File: src/sv/imu_tilt_and_rocking_index_top_macros.svh
// Assertion macros for the tilt and rocking index RTL.
`ifndef IMU_TILT_AND_ROCKING_INDEX_TOP_MACROS_SVH
`define IMU_TILT_AND_ROCKING_INDEX_TOP_MACROS_SVH
`ifndef ASSERT_OFF
// Same-cycle implication.
`define ITRI_ASSERT_IMP(lbl, clk, rstn, ante, cons, msg) \
  lbl: assert property (@(posedge clk) disable iff (!rstn) (ante) |-> (cons)) else $error(msg);
// Next-cycle implication.
`define ITRI_ASSERT_NXT(lbl, clk, rstn, ante, cons, msg) \
  lbl: assert property (@(posedge clk) disable iff (!rstn) (ante) |=> (cons)) else $error(msg);
`else
`define ITRI_ASSERT_IMP(lbl, clk, rstn, ante, cons, msg)
`define ITRI_ASSERT_NXT(lbl, clk, rstn, ante, cons, msg)
`endif
`endif

File: src/sv/itri_pkg.sv
`timescale 1ns / 1ps
`default_nettype none
package itri_pkg;

  localparam int CordicIterDef = 16;
  localparam int CordicIterMax = 24;

  // Configuration port
  localparam int CfgIdxW  = 2;
  localparam int CfgDataW = 16;
  localparam logic [CfgIdxW-1:0] REG_SMOOTHING_WEIGHT = 2'd0;
  localparam logic [CfgIdxW-1:0] REG_GYRO_COUNTS_PER_DPS = 2'd1;
  localparam logic [8:0]  SMOOTH_RST = 9'd38;
  localparam logic [15:0] CPD_RST    = 16'd131;

  // Angle selection for the shared CORDIC
  localparam logic [1:0] ANG_PITCH = 2'd0;
  localparam logic [1:0] ANG_ROLL  = 2'd1;
  localparam logic [1:0] ANG_PLANE = 2'd2;

  typedef struct packed {
    logic signed [15:0] accel_x;
    logic signed [15:0] accel_y;
    logic signed [15:0] accel_z;
    logic signed [15:0] gyro_x;
    logic signed [15:0] gyro_y;
    logic signed [15:0] gyro_z;
  } in_t;

  typedef struct packed {
    logic signed [14:0] pitch_centideg;
    logic signed [15:0] roll_centideg;
    logic [15:0]        plane_angle_centideg;
    logic [23:0]        rocking_index;
  } out_t;

  typedef struct packed {
    logic       cap;
    logic       sq_step;
    logic [2:0] sq_idx;
    logic       sqrt_start;
    logic       cordic_start;
    logic       ang_store;
    logic [1:0] ang_sel;
    logic       div_start;
    logic       avg_step;
    logic       avg_idx;
    logic       load_out;
  } cmd_t;

  typedef struct packed {
    logic sqrt_busy;
    logic cordic_busy;
    logic div_busy;
  } sts_t;

  // atan(2^-i) in degrees times 65536
  function automatic logic [21:0] atan_q16(input logic [4:0] idx);
    logic [21:0] v;
    case (idx)
      5'd0:  v = 22'd2949120;
      5'd1:  v = 22'd1740967;
      5'd2:  v = 22'd919879;
      5'd3:  v = 22'd466945;
      5'd4:  v = 22'd234379;
      5'd5:  v = 22'd117304;
      5'd6:  v = 22'd58666;
      5'd7:  v = 22'd29335;
      5'd8:  v = 22'd14668;
      5'd9:  v = 22'd7334;
      5'd10: v = 22'd3667;
      5'd11: v = 22'd1833;
      5'd12: v = 22'd917;
      5'd13: v = 22'd458;
      5'd14: v = 22'd229;
      5'd15: v = 22'd115;
      5'd16: v = 22'd57;
      5'd17: v = 22'd29;
      5'd18: v = 22'd14;
      5'd19: v = 22'd7;
      5'd20: v = 22'd4;
      5'd21: v = 22'd2;
      5'd22: v = 22'd1;
      default: v = 22'd0;
    endcase
    return v;
  endfunction

endpackage
`default_nettype wire

File: src/sv/itri_isqrt.sv
`timescale 1ns / 1ps
`default_nettype none
module itri_isqrt #(
  parameter int K = 24
) (
  input  wire logic           clk_i,
  input  wire logic           rst_ni,
  input  wire logic           start_i,
  input  wire logic [2*K-1:0] rad_i,
  output logic                busy_o,
  output logic [K-1:0]        root_o
);

  localparam int CntW = $clog2(K + 1);

  logic [2*K-1:0] rad_q;
  logic [K+1:0]   rem_q, rem_sh, trial;
  logic [K-1:0]   root_q;
  logic [CntW-1:0] cnt_q;
  logic           busy_q;

  // Bring down two radicand bits, try the next root bit
  assign rem_sh = {rem_q[K-1:0], rad_q[2*K-1 -: 2]};
  assign trial  = {root_q, 2'b01};

  always_ff @(posedge clk_i or negedge rst_ni) begin
    if (!rst_ni) begin
      busy_q <= 1'b0;
      cnt_q  <= '0;
    end else if (start_i) begin
      busy_q <= 1'b1;
      cnt_q  <= '0;
    end else if (busy_q) begin
      cnt_q <= cnt_q + 1'b1;
      if (cnt_q == CntW'(K - 1)) busy_q <= 1'b0;
    end
  end

  always_ff @(posedge clk_i) begin
    if (start_i) begin
      rad_q  <= rad_i;
      rem_q  <= '0;
      root_q <= '0;
    end else if (busy_q) begin
      rad_q <= rad_q << 2;
      if (rem_sh >= trial) begin
        rem_q  <= rem_sh - trial;
        root_q <= {root_q[K-2:0], 1'b1};
      end else begin
        rem_q  <= rem_sh;
        root_q <= {root_q[K-2:0], 1'b0};
      end
    end
  end

  assign busy_o = busy_q;
  assign root_o = root_q;

endmodule
`default_nettype wire

File: src/sv/itri_cordic.sv
`timescale 1ns / 1ps
`default_nettype none
module itri_cordic import itri_pkg::*; #(
  parameter int CORDIC_ITERATIONS = CordicIterDef
) (
  input  wire logic               clk_i,
  input  wire logic               rst_ni,
  input  wire logic               start_i,
  input  wire logic signed [27:0] y_i,
  input  wire logic signed [27:0] x_i,
  output logic                    busy_o,
  output logic signed [25:0]      acc_o
);

  localparam int NumIter = (CORDIC_ITERATIONS > CordicIterMax) ? CordicIterMax
                                                               : CORDIC_ITERATIONS;
  localparam int CntW = $clog2(NumIter + 1);
  localparam int W = 44;
  localparam logic signed [25:0] Acc90  = 26'sd5898240;
  localparam logic signed [25:0] Acc180 = 26'sd11796480;

  logic signed [W-1:0] x_q, y_q, xs, ys, dx, dy;
  logic signed [25:0]  acc_q, step_ang;
  logic [CntW-1:0]     i_q;
  logic                busy_q;

  // Scale operands by 4096
  assign xs = {{(W-40){x_i[27]}}, x_i, 12'b0};
  assign ys = {{(W-40){y_i[27]}}, y_i, 12'b0};
  assign dx = y_q >>> i_q;
  assign dy = x_q >>> i_q;
  assign step_ang = 26'(atan_q16(5'(i_q)));

  always_ff @(posedge clk_i or negedge rst_ni) begin
    if (!rst_ni) begin
      busy_q <= 1'b0;
      i_q    <= '0;
    end else if (start_i) begin
      busy_q <= (y_i != '0);
      i_q    <= '0;
    end else if (busy_q) begin
      if (i_q == CntW'(NumIter) || y_q == '0) busy_q <= 1'b0;
      else i_q <= i_q + 1'b1;
    end
  end

  always_ff @(posedge clk_i) begin
    if (start_i) begin
      if (y_i == '0) begin
        acc_q <= x_i[27] ? Acc180 : '0;
      end else if (x_i[27] && !y_i[27]) begin
        x_q <= ys; y_q <= -xs; acc_q <= Acc90;
      end else if (x_i[27]) begin
        x_q <= -ys; y_q <= xs; acc_q <= -Acc90;
      end else begin
        x_q <= xs; y_q <= ys; acc_q <= '0;
      end
    end else if (busy_q && i_q != CntW'(NumIter) && y_q != '0) begin
      // Rotate toward the x axis
      if (!y_q[W-1]) begin
        x_q <= x_q + dx; y_q <= y_q - dy; acc_q <= acc_q + step_ang;
      end else begin
        x_q <= x_q - dx; y_q <= y_q + dy; acc_q <= acc_q - step_ang;
      end
    end
  end

  assign busy_o = busy_q;
  assign acc_o  = acc_q;

endmodule
`default_nettype wire

File: src/sv/itri_dp.sv
`timescale 1ns / 1ps
`default_nettype none
module itri_dp import itri_pkg::*; #(
  parameter int CORDIC_ITERATIONS = CordicIterDef
) (
  input  wire logic                clk_i,
  input  wire logic                rst_ni,
  input  wire logic                cfg_we_i,
  input  wire logic [CfgIdxW-1:0]  cfg_index_i,
  input  wire logic [CfgDataW-1:0] cfg_wdata_i,
  input  wire in_t                 in_data_i,
  input  wire cmd_t                cmd_i,
  output sts_t                     sts_o,
  output out_t                     out_data_o
);

  logic [8:0]  weight_q;
  logic [15:0] cpd_q;
  in_t         in_q;
  logic signed [15:0] mul_op;
  logic [30:0] prod_q;
  logic [31:0] sqa_q, sqg_q;
  logic        pr_busy, gr_busy;
  logic [25:0] pitch_root;
  logic [23:0] gyro_root;
  logic signed [27:0] cy, cx;
  logic        cor_busy;
  logic signed [25:0] cor_acc;
  logic [25:0] acc_mag;
  logic [31:0] cen_prod;
  logic signed [17:0] cen, plane_w;
  logic signed [14:0] pitch_q;
  logic signed [15:0] roll_q;
  logic [15:0] plane_q;
  logic        div_busy_q;
  logic [4:0]  div_cnt_q;
  logic [23:0] dq_q;
  logic [16:0] dr_q, dr_sh;
  logic [15:0] divisor;
  logic [8:0]  w_eff;
  logic [23:0] avg_q;
  logic [32:0] p_q, p_rnd;
  out_t        out_q;

  // Configuration registers
  always_ff @(posedge clk_i or negedge rst_ni) begin
    if (!rst_ni) begin
      weight_q <= SMOOTH_RST;
      cpd_q    <= CPD_RST;
    end else if (cfg_we_i) begin
      unique case (cfg_index_i)
        REG_SMOOTHING_WEIGHT:    weight_q <= cfg_wdata_i[8:0];
        REG_GYRO_COUNTS_PER_DPS: cpd_q    <= cfg_wdata_i;
        default: ;
      endcase
    end
  end

  // Sample capture and sum of squares, one product a cycle
  always_comb begin
    case (cmd_i.sq_idx)
      3'd0:    mul_op = in_q.accel_y;
      3'd1:    mul_op = in_q.accel_z;
      3'd2:    mul_op = in_q.gyro_x;
      3'd3:    mul_op = in_q.gyro_y;
      default: mul_op = in_q.gyro_z;
    endcase
  end

  always_ff @(posedge clk_i) begin
    if (cmd_i.cap) begin
      in_q  <= in_data_i;
      sqa_q <= '0;
      sqg_q <= '0;
    end else if (cmd_i.sq_step) begin
      prod_q <= 31'(mul_op * mul_op);
      if (cmd_i.sq_idx == 3'd1 || cmd_i.sq_idx == 3'd2)
        sqa_q <= sqa_q + 32'(prod_q);
      else if (cmd_i.sq_idx != 3'd0)
        sqg_q <= sqg_q + 32'(prod_q);
    end
  end

  itri_isqrt #(.K(26)) u_pitch_root (
    .clk_i, .rst_ni,
    .start_i (cmd_i.sqrt_start),
    .rad_i   ({sqa_q, 20'b0}),
    .busy_o  (pr_busy),
    .root_o  (pitch_root)
  );

  itri_isqrt #(.K(24)) u_gyro_root (
    .clk_i, .rst_ni,
    .start_i (cmd_i.sqrt_start),
    .rad_i   ({sqg_q, 16'b0}),
    .busy_o  (gr_busy),
    .root_o  (gyro_root)
  );

  // Operand select for the shared CORDIC
  always_comb begin
    case (cmd_i.ang_sel)
      ANG_PITCH: begin
        cy = -({{12{in_q.accel_x[15]}}, in_q.accel_x} <<< 10);
        cx = {2'b0, pitch_root};
      end
      ANG_ROLL: begin
        cy = {{12{in_q.accel_y[15]}}, in_q.accel_y} <<< 10;
        cx = {{12{in_q.accel_z[15]}}, in_q.accel_z} <<< 10;
      end
      default: begin
        cy = {{12{in_q.accel_y[15]}}, in_q.accel_y} <<< 10;
        cx = {{12{in_q.accel_x[15]}}, in_q.accel_x} <<< 10;
      end
    endcase
  end

  itri_cordic #(.CORDIC_ITERATIONS(CORDIC_ITERATIONS)) u_cordic (
    .clk_i, .rst_ni,
    .start_i (cmd_i.cordic_start),
    .y_i     (cy),
    .x_i     (cx),
    .busy_o  (cor_busy),
    .acc_o   (cor_acc)
  );

  // Degrees Q16 to hundredths, truncated toward zero
  assign acc_mag  = cor_acc[25] ? 26'(-cor_acc) : 26'(cor_acc);
  assign cen_prod = {acc_mag, 6'b0} + {1'b0, acc_mag, 5'b0} + {4'b0, acc_mag, 2'b0};
  assign cen      = cor_acc[25] ? -$signed({2'b0, cen_prod[31:16]})
                                : $signed({2'b0, cen_prod[31:16]});
  assign plane_w  = cen[17] ? cen + 18'sd36000 : cen;

  always_ff @(posedge clk_i) begin
    if (cmd_i.ang_store) begin
      case (cmd_i.ang_sel)
        ANG_PITCH: begin
          if (cen > 18'sd9000)       pitch_q <= 15'sd9000;
          else if (cen < -18'sd9000) pitch_q <= -15'sd9000;
          else                       pitch_q <= 15'(cen);
        end
        ANG_ROLL: begin
          if (cen > 18'sd18000)       roll_q <= 16'sd18000;
          else if (cen < -18'sd18000) roll_q <= -16'sd18000;
          else                        roll_q <= 16'(cen);
        end
        default: begin
          if (plane_w > 18'sd35999) plane_q <= 16'd35999;
          else if (plane_w[17])     plane_q <= '0;
          else                      plane_q <= 16'(plane_w);
        end
      endcase
    end
  end

  // Restoring divider: gyro root over sensitivity, one quotient bit a cycle
  assign divisor = (cpd_q == '0) ? 16'd1 : cpd_q;
  assign dr_sh   = {dr_q[15:0], dq_q[23]};

  always_ff @(posedge clk_i or negedge rst_ni) begin
    if (!rst_ni) begin
      div_busy_q <= 1'b0;
      div_cnt_q  <= '0;
    end else if (cmd_i.div_start) begin
      div_busy_q <= 1'b1;
      div_cnt_q  <= '0;
    end else if (div_busy_q) begin
      div_cnt_q <= div_cnt_q + 1'b1;
      if (div_cnt_q == 5'd23) div_busy_q <= 1'b0;
    end
  end

  always_ff @(posedge clk_i) begin
    if (cmd_i.div_start) begin
      dq_q <= gyro_root;
      dr_q <= '0;
    end else if (div_busy_q) begin
      if (dr_sh >= {1'b0, divisor}) begin
        dr_q <= dr_sh - {1'b0, divisor};
        dq_q <= {dq_q[22:0], 1'b1};
      end else begin
        dr_q <= dr_sh;
        dq_q <= {dq_q[22:0], 1'b0};
      end
    end
  end

  // Exponential average, one weighted product a cycle
  assign w_eff = weight_q[8] ? 9'd256 : weight_q;
  assign p_rnd = p_q + 33'd128;

  always_ff @(posedge clk_i) begin
    if (cmd_i.avg_step) begin
      if (!cmd_i.avg_idx) p_q <= 33'(avg_q * (9'd256 - w_eff));
      else                p_q <= p_q + 33'(dq_q * w_eff);
    end
  end

  // Rocking average state and the output register
  always_ff @(posedge clk_i or negedge rst_ni) begin
    if (!rst_ni) begin
      avg_q <= '0;
    end else if (cmd_i.load_out) begin
      avg_q <= (p_rnd[32:8] > 25'd16777215) ? 24'hFFFFFF : p_rnd[31:8];
    end
  end

  always_ff @(posedge clk_i) begin
    if (cmd_i.load_out) begin
      out_q.pitch_centideg       <= pitch_q;
      out_q.roll_centideg        <= roll_q;
      out_q.plane_angle_centideg <= plane_q;
      out_q.rocking_index        <= (p_rnd[32:8] > 25'd16777215) ? 24'hFFFFFF
                                                                 : p_rnd[31:8];
    end
  end

  assign sts_o.sqrt_busy   = pr_busy | gr_busy;
  assign sts_o.cordic_busy = cor_busy;
  assign sts_o.div_busy    = div_busy_q;
  assign out_data_o        = out_q;

endmodule
`default_nettype wire

File: src/sv/itri_ctrl.sv
`timescale 1ns / 1ps
`default_nettype none
`include "imu_tilt_and_rocking_index_top_macros.svh"
module itri_ctrl import itri_pkg::*; (
  input  wire logic clk_i,
  input  wire logic rst_ni,
  input  wire logic in_valid_i,
  output logic      in_stall_o,
  output logic      out_valid_o,
  input  wire logic out_stall_i,
  input  wire sts_t sts_i,
  output cmd_t      cmd_o
);

  typedef enum logic [6:0] {
    S_IDLE = 7'b0000001,
    S_SQ   = 7'b0000010,
    S_ROOT = 7'b0000100,
    S_ANG  = 7'b0001000,
    S_DIVW = 7'b0010000,
    S_AVG  = 7'b0100000,
    S_FIN  = 7'b1000000
  } state_e;

  state_e     state_q, state_d;
  logic [2:0] cnt_q, cnt_d;
  logic [1:0] sel_q, sel_d;
  logic       out_valid_q, out_free;
  logic       restart;
  logic       launch_q;

  assign out_free = !out_valid_q || !out_stall_i;

  // Sequence one sample through the datapath
  always_comb begin
    state_d = state_q;
    cnt_d   = cnt_q;
    sel_d   = sel_q;
    cmd_o   = '0;
    cmd_o.sq_idx  = cnt_q;
    cmd_o.ang_sel = sel_q;
    cmd_o.avg_idx = cnt_q[0];
    unique case (state_q)
      S_IDLE: begin
        if (in_valid_i) begin
          cmd_o.cap = 1'b1;
          cnt_d     = '0;
          state_d   = S_SQ;
        end
      end
      S_SQ: begin
        cnt_d = cnt_q + 1'b1;
        if (cnt_q == 3'd6) begin
          cmd_o.sqrt_start = 1'b1;
          state_d = S_ROOT;
        end else begin
          cmd_o.sq_step = 1'b1;
        end
      end
      S_ROOT: begin
        if (!sts_i.sqrt_busy) begin
          cmd_o.ang_sel      = ANG_PITCH;
          cmd_o.cordic_start = 1'b1;
          cmd_o.div_start    = 1'b1;
          sel_d   = ANG_PITCH;
          state_d = S_ANG;
        end
      end
      S_ANG: begin
        if (launch_q) begin
          cmd_o.cordic_start = 1'b1;
        end else if (!sts_i.cordic_busy) begin
          cmd_o.ang_store = 1'b1;
          if (sel_q == ANG_PLANE) begin
            state_d = S_DIVW;
          end else begin
            sel_d = sel_q + 1'b1;
            state_d = S_ANG;
          end
        end
      end
      S_DIVW: begin
        if (!sts_i.div_busy) begin
          cnt_d   = '0;
          state_d = S_AVG;
        end
      end
      S_AVG: begin
        cmd_o.avg_step = 1'b1;
        cnt_d = cnt_q + 1'b1;
        if (cnt_q[0]) state_d = S_FIN;
      end
      S_FIN: begin
        if (out_free) begin
          cmd_o.load_out = 1'b1;
          state_d = S_IDLE;
        end
      end
      default: state_d = S_IDLE;
    endcase
  end

  // Start the next angle right after the previous one is stored
  always_ff @(posedge clk_i or negedge rst_ni) begin
    if (!rst_ni) begin
      state_q     <= S_IDLE;
      cnt_q       <= '0;
      sel_q       <= ANG_PITCH;
      out_valid_q <= 1'b0;
    end else begin
      state_q <= state_d;
      cnt_q   <= cnt_d;
      sel_q   <= sel_d;
      if (cmd_o.load_out)   out_valid_q <= 1'b1;
      else if (!out_stall_i) out_valid_q <= 1'b0;
    end
  end

  assign restart = (state_q == S_ANG) && !launch_q && !sts_i.cordic_busy &&
                   (sel_q != ANG_PLANE);
  assign in_stall_o  = (state_q != S_IDLE);
  assign out_valid_o = out_valid_q;

  // Launch the following angle on the cycle after a store
  always_ff @(posedge clk_i or negedge rst_ni) begin
    if (!rst_ni) launch_q <= 1'b0;
    else         launch_q <= restart;
  end

  `ITRI_ASSERT_IMP(a_load_free, clk_i, rst_ni, cmd_o.load_out, out_free, "load over beat")
  `ITRI_ASSERT_NXT(a_load_valid, clk_i, rst_ni, cmd_o.load_out, out_valid_q, "beat lost")
  `ITRI_ASSERT_NXT(a_div_runs, clk_i, rst_ni, cmd_o.div_start, sts_i.div_busy, "div idle")
  `ITRI_ASSERT_IMP(a_cor_free, clk_i, rst_ni, cmd_o.cordic_start, !sts_i.cordic_busy, "cordic busy")

endmodule
`default_nettype wire

File: src/sv/imu_tilt_and_rocking_index_top.sv
`timescale 1ns / 1ps
`default_nettype none
// IMU tilt angles and rocking index.
// Input channel: in_valid_i / in_stall_o carry one six-axis sample per beat;
// a beat is taken while the block is idle. Output channel: out_valid_o /
// out_stall_i carry pitch, roll, plane angle (hundredths of a degree) and the
// rocking index (gyro magnitude average, dps times 256).
// Each sample runs in order through the squares and the two serial roots,
// then three CORDIC passes on one shared unit (the gyro division runs beside
// them), then the average and the output load. One sample is in flight at a
// time, so a new beat can be taken in the cycle after the previous result is
// loaded.
// A finished beat sits in the output register; the next sample may be taken
// meanwhile and waits for that register before it is loaded.
// Reset clears the average to zero and sets smoothing_weight to 38 and
// gyro_counts_per_dps to 131. The user writes configuration by cfg_we_i with
// cfg_index_i and cfg_wdata_i only while idle; the block does not enforce it.
module imu_tilt_and_rocking_index_top import itri_pkg::*; #(
  parameter int CORDIC_ITERATIONS = CordicIterDef
) (
  input  wire logic                clk_i,
  input  wire logic                rst_ni,
  input  wire logic                cfg_we_i,
  input  wire logic [CfgIdxW-1:0]  cfg_index_i,
  input  wire logic [CfgDataW-1:0] cfg_wdata_i,
  input  wire logic                in_valid_i,
  output logic                     in_stall_o,
  input  wire in_t                 in_data_i,
  output logic                     out_valid_o,
  input  wire logic                out_stall_i,
  output out_t                     out_data_o
);

  cmd_t cmd;
  sts_t sts;

  itri_ctrl u_ctrl (
    .clk_i, .rst_ni,
    .in_valid_i, .in_stall_o,
    .out_valid_o, .out_stall_i,
    .sts_i (sts),
    .cmd_o (cmd)
  );

  itri_dp #(.CORDIC_ITERATIONS(CORDIC_ITERATIONS)) u_dp (
    .clk_i, .rst_ni,
    .cfg_we_i, .cfg_index_i, .cfg_wdata_i,
    .in_data_i,
    .cmd_i (cmd),
    .sts_o (sts),
    .out_data_o
  );

endmodule
`default_nettype wire
File: config.mk
export PLATFORM = sky130hd
export DESIGN_NAME = imu_tilt_and_rocking_index_top
export DESIGN_NICKNAME = d
export VERILOG_FILES = /design/src/sv/itri_pkg.sv /design/src/sv/itri_isqrt.sv /design/src/sv/itri_cordic.sv /design/src/sv/itri_dp.sv /design/src/sv/itri_ctrl.sv /design/src/sv/imu_tilt_and_rocking_index_top.sv
export VERILOG_INCLUDE_DIRS = /design/src /design/src/sv
export SDC_FILE = /design/constraint.sdc
export NUM_CORES = 2
export LEC_CHECK = 0
export BUFFER_PORTS_ARGS = -buffer_cell sky130_fd_sc_hd__clkbuf_2
export CORE_MARGIN = 1
export CORE_UTILIZATION = 45
export CTS_CLUSTER_DIAMETER = 150
export DETAILED_ROUTE_END_ITERATION = 8
export GPL_ROUTABILITY_DRIVEN = 0
export HOLD_SLACK_MARGIN = 0.1
export SYNTH_ARGS = -nofsm -noshare
export SYNTH_HDL_FRONTEND = slang
export SYNTH_SLANG_ARGS = --single-unit
File: constraint.sdc
create_clock -name clk_i -period 12.6 [get_ports clk_i]
set_input_delay 2.52 -clock clk_i [delete_from_list [all_inputs] [get_ports clk_i]]
set_output_delay 2.52 -clock clk_i [all_outputs]
set_load 0.03 [all_outputs]
# After elaboration in Yosys (flattened, before gate mapping)
# Memories as Yosys holds them, arrays and structs flattened.
# Cells that the tools add are included.
[word_totals]
mem_count = 1
word_cells = 277
out_inout_bits = 73
in_bits = 119
rom_bits = 704
reg_bits = 747
[memory_table]
columns = ["memory", "depth", "width", "read_ports", "rd_clocked_by_memory_dff", "write_ports", "line", "source"]
rows = [
  ["(name not given)", 32, 22, 1, 0, 0, "itri_pkg.sv:60", "case (idx)"],
]
[op_classes]
n_mul = 3
shifts = 2
n_lt_le_gt_ge = 9
reduce_logical = 48
add_sub_neg = 28
bitwise = 4
mux = 102
n_eq_ne = 33
[ops]
columns = ["operator", "n"]
rows = [
  ["two-way mux 44 bit", 12],
  ["two-way mux 26 bit", 8],
  ["two-way mux 24 bit", 5],
  ["two-way mux 52 bit", 2],
  ["adder 32 x 31 -> 32 bit", 3],
  ["two-way mux 48 bit", 2],
  ["adder 44 bit", 2],
  ["negation 40 -> 44 bit", 2],
  [">>> shifter 44 x 5 -> 44 bit", 2],
  ["subtractor 44 bit", 2],
  ["two-way mux 16 bit", 4],
  ["one-hot mux 16 bit (4 select lines)", 1],
  ["two-way mux 7 bit", 8],
  ["one-hot mux 28 bit (2 select lines)", 1],
  ["two-way mux 5 bit", 10],
  ["one-hot mux 7 bit (7 select lines)", 1],
  ["logical NOT 44 bit", 1],
  ["nonzero test 44 bit", 1],
  ["two-way mux 18 bit", 2],
  ["adder 33 bit", 1],
  ["adder 33 x 8 -> 33 bit, second input constant", 1],
  ["multiplier 24 x 33 -> 33 bit", 1],
  ["multiplier 24 x 9 -> 33 bit", 1],
  ["two-way mux 33 bit", 1],
  ["other kinds (67)", 155],
]

# Depth between registers and ports, before layout
[depth]
depth_word = 10
depth_mapped = 38
mapped_depth_nobuf = 34

# Hierarchy
# A second synthesis with hierarchy kept.
[unflattened]
cells_unflattened = 8695
hier_area_um2 = 82460.3
[modules_own_cells]
columns = ["module", "area_each_um2", "cells_per_inst", "n_inst", "seq_area_each_um2"]
rows = [
  ["itri_dp", 47159.0, 4772, 1, 12024.0],
  ["itri_cordic", 22507.8, 2698, 1, 3573.4],
  ["itri_isqrt (u_dp.u_pitch_root)", 6211.0, 573, 1, 2752.6],
  ["itri_isqrt (u_dp.u_gyro_root)", 5595.4, 541, 1, 2552.4],
  ["itri_ctrl", 987.2, 111, 1, 351.6],
]

# Worst setup path before layout
# Ideal clock, no wire load.
[synth_path]
kind = "register to register"
startpoint = "reg u_ctrl.state_q[1]"
endpoint = "reg u_dp.u_cordic.x_q[0] (enable)"
t_required_ns = 11.931
stages_incl_launch_ff = 9
slack_ns = 2.610
synth_period_minus_slack_ns = 9.990
arrival_ns = 9.321
path_buffers = 2
setup_time_ns = 0.669
path_cell_list = "dfrtp_1 > nor3_1 > nand3_1 > nor3_1 > clkbuf_1 > a21oi_1 > clkbuf_1 > nand2_1 > a21boi_0"
[synth_via]
elab_chain_cells = 7
elab_cells_between_ends = 10
cone_classes = "eq/ne (3); mux (3); reduce/logical (4)"
[synth_rtl]
columns = ["item", "line", "source"]
rows = [
  ["start, declared", "itri_ctrl.sv:25", "state_e state_q, state_d;"],
  ["start signal, assigned", "itri_ctrl.sv:111", "state_q <= state_d;"],
  ["== test 7 x 3 -> 1 bit", "itri_ctrl.sv:43", "unique case (state_q)"],
  ["two-way mux 3 bit", "itri_ctrl.sv:43", ""],
  ["logical NOT 2 bit", "itri_dp.sv:102", "case (cmd_i.ang_sel)"],
  ["two-way mux 28 bit", "itri_dp.sv:102", ""],
  ["logical NOT 28 bit", "itri_cordic.sv:49", "if (y_i == '0) begin"],
  ["!= test 2 bit (no line)", "n/a", ""],
  ["AND reduction 2 bit (no line) (*)", "n/a", ""],
  ["end signal, assigned", "itri_cordic.sv:54", "x_q <= -ys; y_q <= xs; acc_q <= -Acc90;"],
  ["end signal, assigned", "itri_cordic.sv:61", "x_q <= x_q + dx; y_q <= y_q - dy; acc_q <= acc_q + step_ang;"],
  ["end signal, assigned", "itri_cordic.sv:63", "x_q <= x_q - dx; y_q <= y_q + dy; acc_q <= acc_q - step_ang;"],
  ["end, declared", "itri_cordic.sv:22", "logic signed [W-1:0] x_q, y_q, xs, ys, dx, dy;"],
]
# Every way passes the cells marked *; elsewhere a longest branch is shown, timed or not.
# A chain may end at the register's enable or synchronous reset.

# Worst setup path in the final report
[layout_path]
startpoint = "reg u_ctrl.cnt_q[0]"
endpoint = "reg u_dp.prod_q[29] (data pin)"
[layout_via]
elab_chain_cells = 3
elab_cells_between_ends = 6
cone_classes = "mul (1); eq/ne (3); mux (1); reduce/logical (1)"
[layout_rtl]
columns = ["item", "line", "source"]
rows = [
  ["start, declared", "itri_ctrl.sv:26", "logic [2:0] cnt_q, cnt_d;"],
  ["start signal, assigned", "itri_ctrl.sv:112", "cnt_q <= cnt_d;"],
  ["== test 3 x 2 -> 1 bit, or another cell as far along", "itri_dp.sv:61", "case (cmd_i.sq_idx)"],
  ["one-hot mux 16 bit (4 select lines) (*)", "itri_dp.sv:61", ""],
  ["multiplier 16 x 16 -> 31 bit (*)", "itri_dp.sv:76", "prod_q <= 31'(mul_op * mul_op);"],
  ["end signal, assigned", "itri_dp.sv:76", ""],
  ["end, declared", "itri_dp.sv:21", "logic [30:0] prod_q;"],
]
# Marked as above.

==> results.md <==
- Clk buf depth: 3
- Final slew viol count: 0
- Synth Area in Adders: 0.271
- Asr flop ratio synth: 0.117
- Largest family of logic cells by synthesized area: adder cells
- Setup TNS: 0 ns
- Outcome: completed
- Total core area: 172,000 um^2
- DR pass1 iterations: 6
- Post-layout util: 0.491
- WL final: 202,000 um
- Critical path class: register to register
- H-tree depth: 3
- Skew final: 0.0411 ns
- Via count: 59,880
- Largest net degree at the start of global routing: 84
- Postcts setup bufs: 0
- Critical path arrival: 10.14 ns
- Worst hold path type: register to register
- Die X: 418 um
- CP bufs+invs: 6
- Synth area leaders: edfxtp_1 (18%), fa_1 (18%), ha_1 (8.8%), nand2_1 (5.0%), dfxtp_1 (4.6%)
- Post-synth top area cell: edfxtp_1
- Mapped cell area: 78,000 um^2
- Worst EP required: 13.06 ns
- Post-Synth Simple-Gate Area: 0.149
- Number of flops mapped to enable cells by yosys: ~480
- Sequential area share after synthesis: 0.259
- # resized after CTS: 0
- CP max stage cell: ha_1
- Pre-CTS WS: 2.94 ns
- Synth warn: 0
- Max Clk Rate: between 100 and 150 MHz
- Layout area overhead: 8.24%
- TritonCTS clock tree: built
- Top_reg_cell synth: edfxtp_1
- # diodes: 0
- Syn_area_per_cell: 9.36 um^2
- MaxCap Viol Count: 0
- Nets: 9,758
- Hold Violations, Final: 0
- Sinks on Clock Net: roughly 750
- Rows: 152
- Synth top cells by count: nand2_1 (1,042), inv_1 (951), fa_1 (714)
- Initial drt markers: 4,651
- Grt total ovfl: 0
- Placed Instance Area: 81,400 um^2
- Count of state elements after synthesis: 746
- CP max FO: 60
- Slew Limit Headroom: 0.165
- Period utilisation layout: 0.768
- Syn Inst Count: roughly 8,300
- Starting Density: 0.454
- Die Y: 418 um
- Kind of end point of the critical path: register
- Number of I/O pins: 192
- Die area: 175,000 um^2
- Share of layout cells above drive strength 1: 0.0889
- Delay-heaviest family, CP: adder cells
- Clock-pin slew on the worst setup and hold paths: 0.06 ns
- DRC Markers: 0
- Final instance area: 84,500 um^2
- Most common cell in the synthesized netlist: nand2_1
- RSZ-0062 raised after global routing: false
- Avg Vias per Cell: 5.56
- DPL Wire Length: 158,000 um
- Min Tclk post-route: 9.68 ns
- Compound-Gate Fraction of Synth Area: 0.128
- Slew @ Worst Pin: 1.25 ns
- Crit-path max cell delay: 0.56 ns
- Mux share of post-synthesis cell area: 0.0677
- Total global routing track utilization: 0.232
- Hold Buf Count CTS: 0
- Post-route ant nets: 0
- Cts bufs inserted: a little over 90
- Crit-path most repeated cell: fa_1
- Final worst setup slack: 2.92 ns
- Top-area cell type share of the netlist area: 0.184
- Number of global-route vias before repair: between 50,000 and 60,000
- Clock Latency Late Sink: roughly 0.73 ns
- CTS root buf: clkbuf_16
- First-pass GRT wire length: 324,000 um
- PortBufs: 191
- Post-Synth XOR/XNOR Area: 0.0607
- # setup viols final: 0
- Initial antenna violation count: 1
- Startpoint Class: register
- Post-synth cell types: 112
- Wire per inst: 18.8 um
-- state kept, by name, summed over array words and instances, names as in the netlist, 32 cells and up --
register                 count
u_dp.sqa_q                  32
u_dp.out_data_o             71
u_dp.u_cordic.x_q           44
u_dp.u_pitch_root.rad_q     32
u_dp.u_gyro_root.rad_q      32
u_dp.sqg_q                  32
u_dp.u_cordic.y_q           44
u_dp.in_q                   96
u_dp.p_q                    33
-- cell usage in the layout, fill, tap and decap left out, types with 75 or more instances in the layout --
cell       count
fa_1         714
mux2i_1      133
nor2_1       567
nor3_1       129
nand2_1     1040
clkbuf_16     94
xnor2_1      320
dfxtp_1      180
a21oi_1      501
and2_1       207
edfxtp_1     479
nand3_1      128
ha_1         546
nand2b_1      75
o21ai_0      365
inv_1        950
buf_4         79
a21o_1       122
xor2_1       208
clkbuf_2     190
mux4_2       136
-- stage by stage --
stage | std cells | hold slack, ns
after global routing | 10765 | 0.422
after CTS | 10765 | 0.417
after global placement | 10596 | 0.402
after floorplan | 8379 | 0.400
after detailed placement | 10596 | 0.405
final | 10765 | 0.416
-- final cells by class --
cell class                      instances  area (um^2)
Clock buffer                          103         2400
Multi-Input combinational cell       6307        53100
Tap cell                             2310         2890
Fill cell                           16285        87500
Clock inverter                         66          673
Timing Repair Buffer                  269         1540
Sequential cell                       746        20200
Inverter                              964         3630
-- final timing paths --
check	startpoint	end	slack [ns]	cells after the start
worst max register to register	u_ctrl.cnt_q[0]	u_dp.prod_q[29]	2.92	29
worst max-delay path	u_ctrl.cnt_q[0]	u_dp.prod_q[29]	2.92	29
worst min register to register	u_dp.pitch_q[2]	u_dp.out_data_o[58]	0.42	0
worst min-delay path	u_dp.pitch_q[2]	u_dp.out_data_o[58]	0.42	0
min in group asynchronous	rst_ni	u_dp.u_cordic.i_q[4]	1.87	1
max in group asynchronous	rst_ni	u_dp.cpd_q[5]	9.55	2
-- cell families (layout without fill, tap and decap cells) --
group / after synthesis / after routing
fa+ha+maj: 1261 / 1261
simple gates: 2515 / 2515
other cells: 2 / 45
compound gates: 1601 / 1601
mux: 347 / 347
buf+inv: 1326 / 1402
flops: 746 / 746
xor+xnor: 538 / 538
-- worst register-to-register path, delay by kind of cell, from the launching register on --
kind	cells	cell delay, ns
adder cells (fa/ha/maj)	8	3.93
AND/OR/NAND/NOR	3	0.53
buffers and inverters	6	1.51
XOR/XNOR	1	0.08
flip-flops	1	0.37
AO/OA/AOI/OAI	11	3.01
-- per-layer routing --
layer	routed length, um	up-vias	track usage
met1	90200	29363	0.319
met5	0	-	0
li1	-	28527	-
met2	93100	1712	0.374
met4	7030	0	0.0771
met3	11900	278	0.0331
Power is left out: the tool's default activity adds up to more than one toggle a clock period on the data nets, which glitch-free logic cannot reach.
